### src/elcd_pkg.sv
`timescale 1ns / 1ps

package elcd_pkg;

  localparam int ENTRIES   = 16;
  localparam int IDX_W     = (ENTRIES > 1) ? $clog2(ENTRIES) : 1;
  localparam int CNT_W     = $clog2(ENTRIES + 1);

  localparam int KEY_W     = 64;
  localparam int TIME_W    = 32;
  localparam int SLOT_W    = 4;
  localparam int TTL_W     = 16;

  localparam logic [TTL_W-1:0] TTL_RESET = 16'd120;

  localparam logic MODE_LOOKUP = 1'b0;
  localparam logic MODE_UPDATE = 1'b1;

endpackage

### src/expiring_lru_cache_directory_unit.sv
`timescale 1ns / 1ps
// Lookup: the item is latched, the entry memory is scanned in S_SCAN, and the result is
// registered in S_WRITE. Update: goes from S_IDLE straight to S_WRITE, where the result is registered.
// One item at a time: no new item is taken until the last one has been written in S_WRITE;
// a lookup scans the entry memory serially, one entry per cycle.
// A waiting result does not block the next item's scan. Synchronous active-low
// reset clears all valid bits and sets the ttl (cfg_ttl_r) to 120; keys and times are not cleared.
module expiring_lru_cache_directory_unit (
  input  logic                        clk,
  input  logic                        rst_n,
  input  logic                        in_valid,
  output logic                        in_ready,
  input  logic                        in_mode,
  input  logic [elcd_pkg::KEY_W-1:0]  in_key,
  input  logic [elcd_pkg::TIME_W-1:0] in_now,
  input  logic [elcd_pkg::SLOT_W-1:0] in_slot,
  input  logic                        in_expires_valid,
  input  logic [elcd_pkg::TIME_W-1:0] in_expires_time,
  input  logic                        in_after_miss,
  input  logic                        in_touch,
  output logic                        out_valid,
  input  logic                        out_ready,
  output logic [elcd_pkg::SLOT_W-1:0] out_slot_out,
  output logic                        out_hit,
  output logic                        out_expired,
  output logic                        out_evicted,
  input  logic                        cfg_valid,
  output logic                        cfg_ready,
  input  logic [elcd_pkg::TTL_W-1:0]  cfg_data
);
  import elcd_pkg::*;

  typedef enum logic [1:0] {S_IDLE, S_SCAN, S_WRITE} state_t;

  state_t              state_r;
  logic [TTL_W-1:0]    cfg_ttl_r;
  logic [ENTRIES-1:0]  valid_r;

  // latched request
  logic                req_mode_r;
  logic [KEY_W-1:0]    req_key_r;
  logic [TIME_W-1:0]   req_now_r;
  logic [SLOT_W-1:0]   req_slot_r;
  logic                req_exp_valid_r;
  logic [TIME_W-1:0]   req_exp_time_r;
  logic                req_after_miss_r;
  logic                req_touch_r;

  // scan
  logic [CNT_W-1:0]    scan_r;
  logic                scan_lt;
  logic                cmp_vld_r;
  logic [IDX_W-1:0]    cmp_idx_r;
  logic                cmp_entry_vld;
  logic                cmp_key_eq;
  logic                cmp_older;

  logic                match_f_r;
  logic [IDX_W-1:0]    match_idx_r;
  logic [TIME_W-1:0]   match_exp_r;
  logic                free_f_r;
  logic [IDX_W-1:0]    free_idx_r;
  logic                lru_f_r;
  logic [IDX_W-1:0]    lru_idx_r;
  logic [TIME_W-1:0]   lru_time_r;

  // entry memories
  logic [KEY_W-1:0]    key_mem   [ENTRIES];
  logic [TIME_W-1:0]   acc_mem   [ENTRIES];
  logic [TIME_W-1:0]   exp_mem   [ENTRIES];
  logic [KEY_W-1:0]    rd_key_r;
  logic [TIME_W-1:0]   rd_acc_r;
  logic [TIME_W-1:0]   rd_exp_r;
  logic                rd_en;
  logic [IDX_W-1:0]    rd_addr;

  // write controls
  logic                wr_go;
  logic [IDX_W-1:0]    wr_idx;
  logic                wr_key_en;
  logic                wr_acc_en;
  logic                wr_exp_en;
  logic [TIME_W-1:0]   wr_exp_data;
  logic [TIME_W:0]     ttl_sum;
  logic [TIME_W-1:0]   now_plus_ttl;
  logic                upd_in_range;
  logic                hit_fresh;
  logic [IDX_W-1:0]    victim_idx;
  logic [SLOT_W-1:0]   res_slot;

  logic                out_valid_r;
  logic [SLOT_W-1:0]   out_slot_r;
  logic                out_hit_r;
  logic                out_expired_r;
  logic                out_evicted_r;

  assign in_ready     = (state_r == S_IDLE);
  assign cfg_ready    = 1'b1;
  assign out_valid    = out_valid_r;
  assign out_slot_out = out_slot_r;
  assign out_hit      = out_hit_r;
  assign out_expired  = out_expired_r;
  assign out_evicted  = out_evicted_r;

  assign scan_lt = (scan_r < CNT_W'(ENTRIES));
  assign rd_en   = (state_r == S_SCAN) && scan_lt;
  assign rd_addr = scan_r[IDX_W-1:0];

  assign cmp_entry_vld = valid_r[cmp_idx_r];
  assign cmp_key_eq    = (rd_key_r == req_key_r);
  assign cmp_older     = (rd_acc_r <= lru_time_r);

  // saturate now + ttl at the top of the time range
  assign ttl_sum      = {1'b0, req_now_r} + {{(TIME_W + 1 - TTL_W){1'b0}}, cfg_ttl_r};
  assign now_plus_ttl = ttl_sum[TIME_W] ? '1 : ttl_sum[TIME_W-1:0];

  assign upd_in_range = (32'(req_slot_r) < ENTRIES);
  assign hit_fresh    = (match_exp_r >= req_now_r);
  assign victim_idx   = free_f_r ? free_idx_r : lru_idx_r;

  always_comb begin
    wr_go       = (state_r == S_WRITE) && (!out_valid_r || out_ready);
    wr_idx      = victim_idx;
    wr_key_en   = 1'b0;
    wr_acc_en   = 1'b0;
    wr_exp_en   = 1'b0;
    wr_exp_data = now_plus_ttl;
    res_slot    = SLOT_W'(victim_idx);
    if (req_mode_r == MODE_UPDATE) begin
      wr_idx    = IDX_W'(req_slot_r);
      res_slot  = req_slot_r;
      wr_exp_en = wr_go && upd_in_range;
      wr_acc_en = wr_go && upd_in_range && req_touch_r;
      if (req_exp_valid_r) begin
        wr_exp_data = req_exp_time_r;
      end else if (!req_after_miss_r) begin
        wr_exp_data = req_now_r;
      end
    end else if (match_f_r) begin
      wr_idx    = match_idx_r;
      res_slot  = SLOT_W'(match_idx_r);
      wr_acc_en = wr_go && hit_fresh;
    end else begin
      wr_key_en = wr_go;
      wr_acc_en = wr_go;
      wr_exp_en = wr_go;
    end
  end

  always_ff @(posedge clk) begin
    if (rd_en) begin
      rd_key_r <= key_mem[rd_addr];
      rd_acc_r <= acc_mem[rd_addr];
      rd_exp_r <= exp_mem[rd_addr];
    end
    if (wr_key_en) begin
      key_mem[wr_idx] <= req_key_r;
    end
    if (wr_acc_en) begin
      acc_mem[wr_idx] <= req_now_r;
    end
    if (wr_exp_en) begin
      exp_mem[wr_idx] <= wr_exp_data;
    end
  end

  always_ff @(posedge clk) begin
    if (!rst_n) begin
      state_r     <= S_IDLE;
      cfg_ttl_r   <= TTL_RESET;
      valid_r     <= '0;
      cmp_vld_r   <= 1'b0;
      out_valid_r <= 1'b0;
    end else begin
      if (cfg_valid && cfg_ready) begin
        cfg_ttl_r <= cfg_data;
      end
      if (out_valid_r && out_ready && !wr_go) begin
        out_valid_r <= 1'b0;
      end
      cmp_vld_r <= rd_en;
      unique case (state_r)
        S_IDLE: begin
          if (in_valid) begin
            req_mode_r       <= in_mode;
            req_key_r        <= in_key;
            req_now_r        <= in_now;
            req_slot_r       <= in_slot;
            req_exp_valid_r  <= in_expires_valid;
            req_exp_time_r   <= in_expires_time;
            req_after_miss_r <= in_after_miss;
            req_touch_r      <= in_touch;
            scan_r           <= '0;
            match_f_r        <= 1'b0;
            free_f_r         <= 1'b0;
            lru_f_r          <= 1'b0;
            state_r          <= (in_mode == MODE_UPDATE) ? S_WRITE : S_SCAN;
          end
        end
        S_SCAN: begin
          if (scan_lt) begin
            scan_r    <= scan_r + CNT_W'(1);
            cmp_idx_r <= rd_addr;
          end else begin
            state_r <= S_WRITE;
          end
          if (cmp_vld_r) begin
            // lowest matching index wins
            if (cmp_entry_vld && cmp_key_eq && !match_f_r) begin
              match_f_r   <= 1'b1;
              match_idx_r <= cmp_idx_r;
              match_exp_r <= rd_exp_r;
            end
            if (!cmp_entry_vld && !free_f_r) begin
              free_f_r   <= 1'b1;
              free_idx_r <= cmp_idx_r;
            end
            // oldest access among valid entries, ties to the higher index
            if (cmp_entry_vld && !free_f_r && (!lru_f_r || cmp_older)) begin
              lru_f_r    <= 1'b1;
              lru_idx_r  <= cmp_idx_r;
              lru_time_r <= rd_acc_r;
            end
          end
        end
        S_WRITE: begin
          if (wr_go) begin
            out_valid_r   <= 1'b1;
            out_slot_r    <= res_slot;
            out_hit_r     <= (req_mode_r == MODE_LOOKUP) && match_f_r;
            out_expired_r <= (req_mode_r == MODE_LOOKUP) && match_f_r && !hit_fresh;
            out_evicted_r <= (req_mode_r == MODE_LOOKUP) && !match_f_r && !free_f_r;
            if ((req_mode_r == MODE_LOOKUP) && !match_f_r) begin
              valid_r[victim_idx] <= 1'b1;
            end
            state_r <= S_IDLE;
          end
        end
        default: begin
          state_r <= S_IDLE;
        end
      endcase
    end
  end

endmodule

### config.mk
export PLATFORM = sky130hd
export DESIGN_NAME = expiring_lru_cache_directory_unit
export DESIGN_NICKNAME = d
export VERILOG_FILES = /design/src/elcd_pkg.sv /design/src/expiring_lru_cache_directory_unit.sv
export SDC_FILE = /design/constraint.sdc
export NUM_CORES = 2
export LEC_CHECK = 0
export ABC_AREA = 0
export ABC_CLOCK_PERIOD_IN_PS = 19400
export BUFFER_PORTS_ARGS = -buffer_cell sky130_fd_sc_hd__buf_4
export CORE_UTILIZATION = 60
export DETAILED_ROUTE_END_ITERATION = 10
export GPL_TIMING_DRIVEN = 0
export PLACE_DENSITY_LB_ADDON = 0.08
export SLEW_MARGIN = 20
export SYNTH_ARGS = -nofsm -noshare
export SYNTH_HDL_FRONTEND = slang
export SYNTH_SLANG_ARGS = --single-unit
### constraint.sdc
create_clock -name clk -period 19.4 [get_ports clk]
set_clock_uncertainty 0.15 [all_clocks]
set_input_delay 3.88 -clock clk [delete_from_list [all_inputs] [get_ports clk]]
set_output_delay 3.88 -clock clk [all_outputs]
set_load 0.01 [all_outputs]
After elaboration in Yosys (flattened, before gate mapping)
Memory sizes are Yosys's and may differ from the RTL's. A register that Yosys moved wholly into a read port is not among the register bits.
Cells that the tools add are included.
{"block": "totals", "in_bits": 157, "wordCells": 133, "ramBits": 2048, "output_inout_bits": 10, "reg_bits": 267, "mem_count": 3}
{"name": "key_mem", "words": 16, "width": 64, "read_ports": 1, "rd_clocked_by_memory_dff": 1, "wr": 1, "line": "expiring_lru_cache_directory_unit.sv:68", "rtl": "logic [KEY_W-1:0] key_mem [ENTRIES];"}
{"name": "acc_mem", "words": 16, "width": 32, "read_ports": 1, "rd_clocked_by_memory_dff": 1, "wr": 1, "line": "expiring_lru_cache_directory_unit.sv:69", "rtl": "logic [TIME_W-1:0] acc_mem [ENTRIES];"}
{"name": "exp_mem", "words": 16, "width": 32, "read_ports": 1, "rd_clocked_by_memory_dff": 1, "wr": 1, "line": "expiring_lru_cache_directory_unit.sv:70", "rtl": "logic [TIME_W-1:0] exp_mem [ENTRIES];"}
{"block": "op_classes", "n_reduce_logical": 39, "n_lt_le_gt_ge": 6, "add_sub_neg": 2, "muxes": 43, "n_eq_ne": 11, "bitwise": 2}
{"cell": "$mux W32", "count": 4}
{"cell": "$eq A64 B64 Y1", "count": 1}
{"cell": "$add A32 B16 Y33", "count": 1}
{"cell": "$ge A32 B32 Y1", "count": 1}
{"cell": "$le A32 B32 Y1", "count": 1}
{"cell": "$mux W1", "count": 23}
{"cell": "$logic_and A1 B1 Y1", "count": 16}
{"cell": "$or A16 B16 Y16", "count": 1}
{"cell": "$reduce_and A4 Y1", "count": 4}
{"cell": "$reduce_and A3 Y1", "count": 5}
{"cell": "$reduce_and A5 Y1", "count": 3}
{"cell": "$mux W4", "count": 3}
{"cell": "$lt A4 B5 Y1 const B", "count": 2}
{"cell": "$mux W5", "count": 2}
{"cell": "$ne A2 B2 Y1 const B", "count": 5}
{"cell": "$pmux W5 S2", "count": 1}
{"cell": "$mux W2", "count": 4}
{"cell": "$logic_not A1 Y1", "count": 7}
{"cell": "$ne A2 B1 Y1 const B", "count": 3}
{"cell": "$pmux W1 S2", "count": 3}
{"cell": "$pmux W2 S3", "count": 1}
{"cell": "$add A5 B1 Y5 const B", "count": 1}
{"cell": "$lt A5 B5 Y1 const B", "count": 1}
{"cell": "$bmux W1 S4", "count": 1}
{"cell": "other kinds (8)", "count": 9}

Longest topological paths before layout
{"block": "logic_depth", "word_depth": 8, "mapped_depth": 9, "ltp_nobuf": 8}

Worst setup path after synthesis
OpenSTA, ideal clock, no wires.
{"block": "synth_timing", "path_type": "in2reg", "start": "input port rst_n", "end": "register req_after_miss_r, enable pin", "path_buffers": 0, "required_ns": 18.617, "arrival_time_ns": 9.665, "setup_time_ns": 0.633, "slack_ns": 8.951, "path_stages": 2, "path_cell_list": "nand2b_1 -> nor2_1"}
{"block": "synth_via", "elab_chain_len": 1}
{"item": "start: declaration", "line": "expiring_lru_cache_directory_unit.sv:10", "rtl": "input logic rst_n,"}
{"item": "$reduce_and A3 Y1 (no line)"}
{"item": "end signal: assignment", "line": "expiring_lru_cache_directory_unit.sv:191", "rtl": "req_after_miss_r <= in_after_miss;"}
{"item": "end: declaration", "line": "expiring_lru_cache_directory_unit.sv:46", "rtl": "logic req_after_miss_r;"}
Every way passes these cells.
A chain may end at the register's enable or synchronous reset.

Worst setup path in the final report
{"block": "layout_timing", "start": "input port out_ready", "end": "memory acc_mem[12][9], enable pin"}
{"block": "layout_via", "elab_chain_len": 7, "elab_cells_between_ends": 8, "classes_between": "mux: 4; reduce/logical: 4"}
{"item": "start: declaration", "line": "expiring_lru_cache_directory_unit.sv:22", "rtl": "input logic out_ready,"}
{"item": "$logic_or A1 B1 Y1 (*)", "line": "expiring_lru_cache_directory_unit.sv:122", "rtl": "wr_go = (state_r == S_WRITE) && (!out_valid_r || out_ready);"}
{"item": "$logic_and A1 B1 Y1 (*)", "line": "expiring_lru_cache_directory_unit.sv:122"}
{"item": "$logic_and A1 B1 Y1", "line": "expiring_lru_cache_directory_unit.sv:142", "rtl": "wr_acc_en = wr_go && hit_fresh;"}
{"item": "$mux W1", "line": "expiring_lru_cache_directory_unit.sv:139", "rtl": "end else if (match_f_r) begin"}
{"item": "$mux W1 (*)", "line": "expiring_lru_cache_directory_unit.sv:129", "rtl": "if (req_mode_r == MODE_UPDATE) begin"}
{"item": "$mux W1 (*)", "line": "expiring_lru_cache_directory_unit.sv:159", "rtl": "if (wr_acc_en) begin"}
{"item": "$mux W1 (not written as such) (*)", "line": "expiring_lru_cache_directory_unit.sv:160", "rtl": "acc_mem[wr_idx] <= req_now_r;"}
{"item": "end: declaration", "line": "expiring_lru_cache_directory_unit.sv:69"}
Every way passes the cells marked *; elsewhere a longest branch is shown, timed or not.

==> metrics <==
first-pass GRT wire length=337 mm; Sequential Power Share=55.1%; Crit. End Element=register; WS Path Type=primary input to register; CTS-repair resized insts=0; All-Layer GR Usage=30.5%; vias after detailed routing=46500; Post-CTS Setup Bufs=0; library cells used by synthesis=85; Cell Area, Placed=102000 sq um; CP peak stage delay=0.55 ns; Routed Antenna Nets=0; CTS tree=yes; Max Buffers Root-to-Sink=3; Total Power=10.7 mW; cell taking the most area after synthesis=edfxtp_1; largest net degree at the start of global routing=29; I/O Pins=167; result of the run=finished, final reports clean; area grow syn2layout=15.9%; CTS Buf Count=233; area of the multi-input gates=20500 sq um; Gate power share=4.6%; post-route cell area=109000 sq um; Switching Share=21.1%; crit-path cells=buf_4 -> nand2b_1 -> nor2b_1 -> o21ai_1 -> clkbuf_1 -> nor4_2 -> buf_2 -> buf_4 -> buf_2 -> buf_4; Internal Dissipation=8.47 mW; top cells by count, synth=edfxtp_1, mux4_2, clkbuf_1, inv_1, nor2_1; Clock Power Share=40.3%; critical path's slowest cell=nor4_2; EDFF count, synth=2407; number of core rows=145; clk_lat worst skew=0.86 ns; post-DR wirelength/cell=33.6 microns; Avg Vias per Cell=6.59; Die H=398 microns; fill cell count=9418; synthesized-area fraction occupied by adder cells=1.10%; relative slew slack=14.7%; Worst Hold Class=register to register; syn_area_per_cell=22.7 sq um; mux cell area share after synthesis=15.8%; hpwl dp=159 mm; TNS Setup=0 ns; largest fanout on the critical path=10; Initial Util=60.3%; YS warnings=0; die span in x=398 microns; vias in the first global route=46600; die area=159000 sq um; Post-CTS Hold Fix Bufs=0; post-synth net total=4387; TritonRoute pass-1 iters=6; Synth Area in Compound Gates=1.94%; IO Port Bufs=164; post-synthesis sequential area ratio=77.5%; startpoint types=primary input; Top FF cell, synth=edfxtp_1; leak pwr=35.1 nW; Synth Register Bits=2443; post-synthesis async set-or-reset flop share=0%; Final Hold Fails=0; Core ar.=156000 sq um; FF+latch area=73000 sq um; post-layout min period=6.53 ns; actual slew at the worst max-slew pin=1.28 ns; most frequent CP cell=buf_4; initial DRC count=6125; Synth Area in Simple Gates=1.80%; GRT Residual Overflow=0; DRC Markers=0; Yosys top cell area share=76.8%; Achievable Freq=153 MHz; Critical Path RT=19.82 ns; max-cap violations=0; Netlist Area Pre-Place=94200 sq um; Post-Syn Instances=4148; Net Switching=2.27 mW; initial antenna violation count=9; xor/xnor share of the synthesized area=0.633%; top cells by area, synth=edfxtp_1, mux4_2, ha_1, dfxtp_1, xor2_1; Critical Path AT=6.96 ns; Final period util=33.7%; Root Buffer=clkbuf_16; proportion of layout cells with a drive suffix above 1=30.7%; largest family of logic cells by synthesized area=multiplexers; Sink Count=2443; wirelength, routed=237 mm; gpl congestion=0.913; RSZ-0062 raised after global routing=no; Finish-stage setup viols=0; worst vdd ir=0.0907 mV; Max H-tree Level=4; power density over the cells=98.4 nW/um^2; Clock transition at path regs=0.06 ns; Slew Limit Fails=0; Core Util, Final=69.9%; Final #Nets=5032; most common cell in the netlist=edfxtp_1
==> metal layers <==
metal	global-route usage [%]	vias to the layer above	wire length, microns
met1	45.2	24700	93500
met2	47.4	2505	113000
met3	5.59	395	24100
met5	0	-	13
met4	8.81	2	6790
li1	-	18900	-
==> kinds of logic (layout without fill, tap and decap cells) <==
group                    Yosys count  count (layout)
flip-flops                      2443            2443
multiplexers                     678             678
AND/OR/NAND/NOR                  332             332
AO/OA/AOI/OAI                    274             274
buffers and inverters            270            1117
adder cells (fa/ha/maj)           82              82
XOR/XNOR                          68              68
other                              1               2
==> stage by stage <==
step                      worst slack, ns  hold slack (ns)  std cells
after floorplan                      8.95            0.250       4148
after global placement               3.09            0.250       6370
after detailed placement            12.18            0.255       6612
after CTS                           13.09            0.268       7049
after global routing                12.87            0.273       7053
final                               12.87            0.269       7054
==> worst max-delay path, delay by kind of cell <==
family | cells | cell delay (ns)
buffers and inverters | 6 | 1.40
AOI/OAI and AO/OA | 1 | 0.36
and+or+nand+nor | 3 | 1.31
==> layout by cell type (no fill, tap or decap), types with 16 or more instances in the layout <==
cell type,netlist,routed
clkbuf_1,96,149
nand2_1,60,60
a211oi_1,17,17
o21a_1,21,21
nand2b_1,22,22
nor2_1,83,49
buf_4,1,217
buf_1,27,19
buf_16,0,45
inv_1,91,91
clkbuf_2,0,21
a22oi_1,18,16
edfxtp_1,2407,2407
mux4_2,644,644
nor3_1,27,24
buf_12,0,64
ha_1,81,81
xnor2_1,18,18
nor2b_1,23,23
clkbuf_16,0,238
o21ai_0,64,55
clkinv_2,0,39
a21oi_1,68,67
buf_2,51,127
nand4_1,23,23
nor2_4,1,36
xor2_1,50,50
clkinv_1,0,59
dfxtp_1,36,36
nand3_1,33,33
mux2i_1,25,25
==> final timing paths <==
check,to,slack [ns],cells after the start,start
worst min-delay path,match_exp_r[6],0.27,0,rd_exp_r[6]
worst max-delay path,acc_mem[12][9],12.87,10,out_ready
worst min register to register,match_exp_r[6],0.27,0,rd_exp_r[6]
worst max register to register,acc_mem[13][13],14.45,12,req_now_r[0]
==> registers in the layout (all words and copies together) (netlist names), 2 cells and up <==
register,count
acc_mem,512
cfg_ttl_r,16
cmp_idx_r,4
exp_mem,512
free_idx_r,4
key_mem,1024
lru_idx_r,4
lru_time_r,32
match_exp_r,32
match_idx_r,4
out_slot_out,4
rd_acc_r,32
rd_exp_r,32
rd_key_r,64
req_exp_time_r,32
req_key_r,64
req_now_r,32
req_slot_r,4
scan_r,5
state_r,2
valid_r,16
==> power groups by stage <==
| stage | Sequential [mW] | Clock [mW] | Combinational [mW] |
|---|---|---|---|
| after global routing | 5.92 | 4.56 | 0.524 |
| after CTS | 5.91 | 4.37 | 0.497 |
| after detailed placement | 6.02 | 0 | 0.494 |
| after global placement | 6.03 | 0 | 0.461 |
| after floorplan | 6.00 | 0 | 0.292 |
| final | 5.91 | 4.32 | 0.497 |
==> final cells by class <==
class                   count  share of cell area [%]
repair buffers            410                    4.25
inverters                  92                   0.319
plain buffers             178                   0.720
well taps                2058                    2.36
clock buffers             315                    5.82
flip-flops and latches   2443                    66.9
diodes                      1                 0.00229
clock inverters           122                   0.832
multi-input cells        1435                    18.8
No activity file was read; power rests on OpenSTA's default activity.
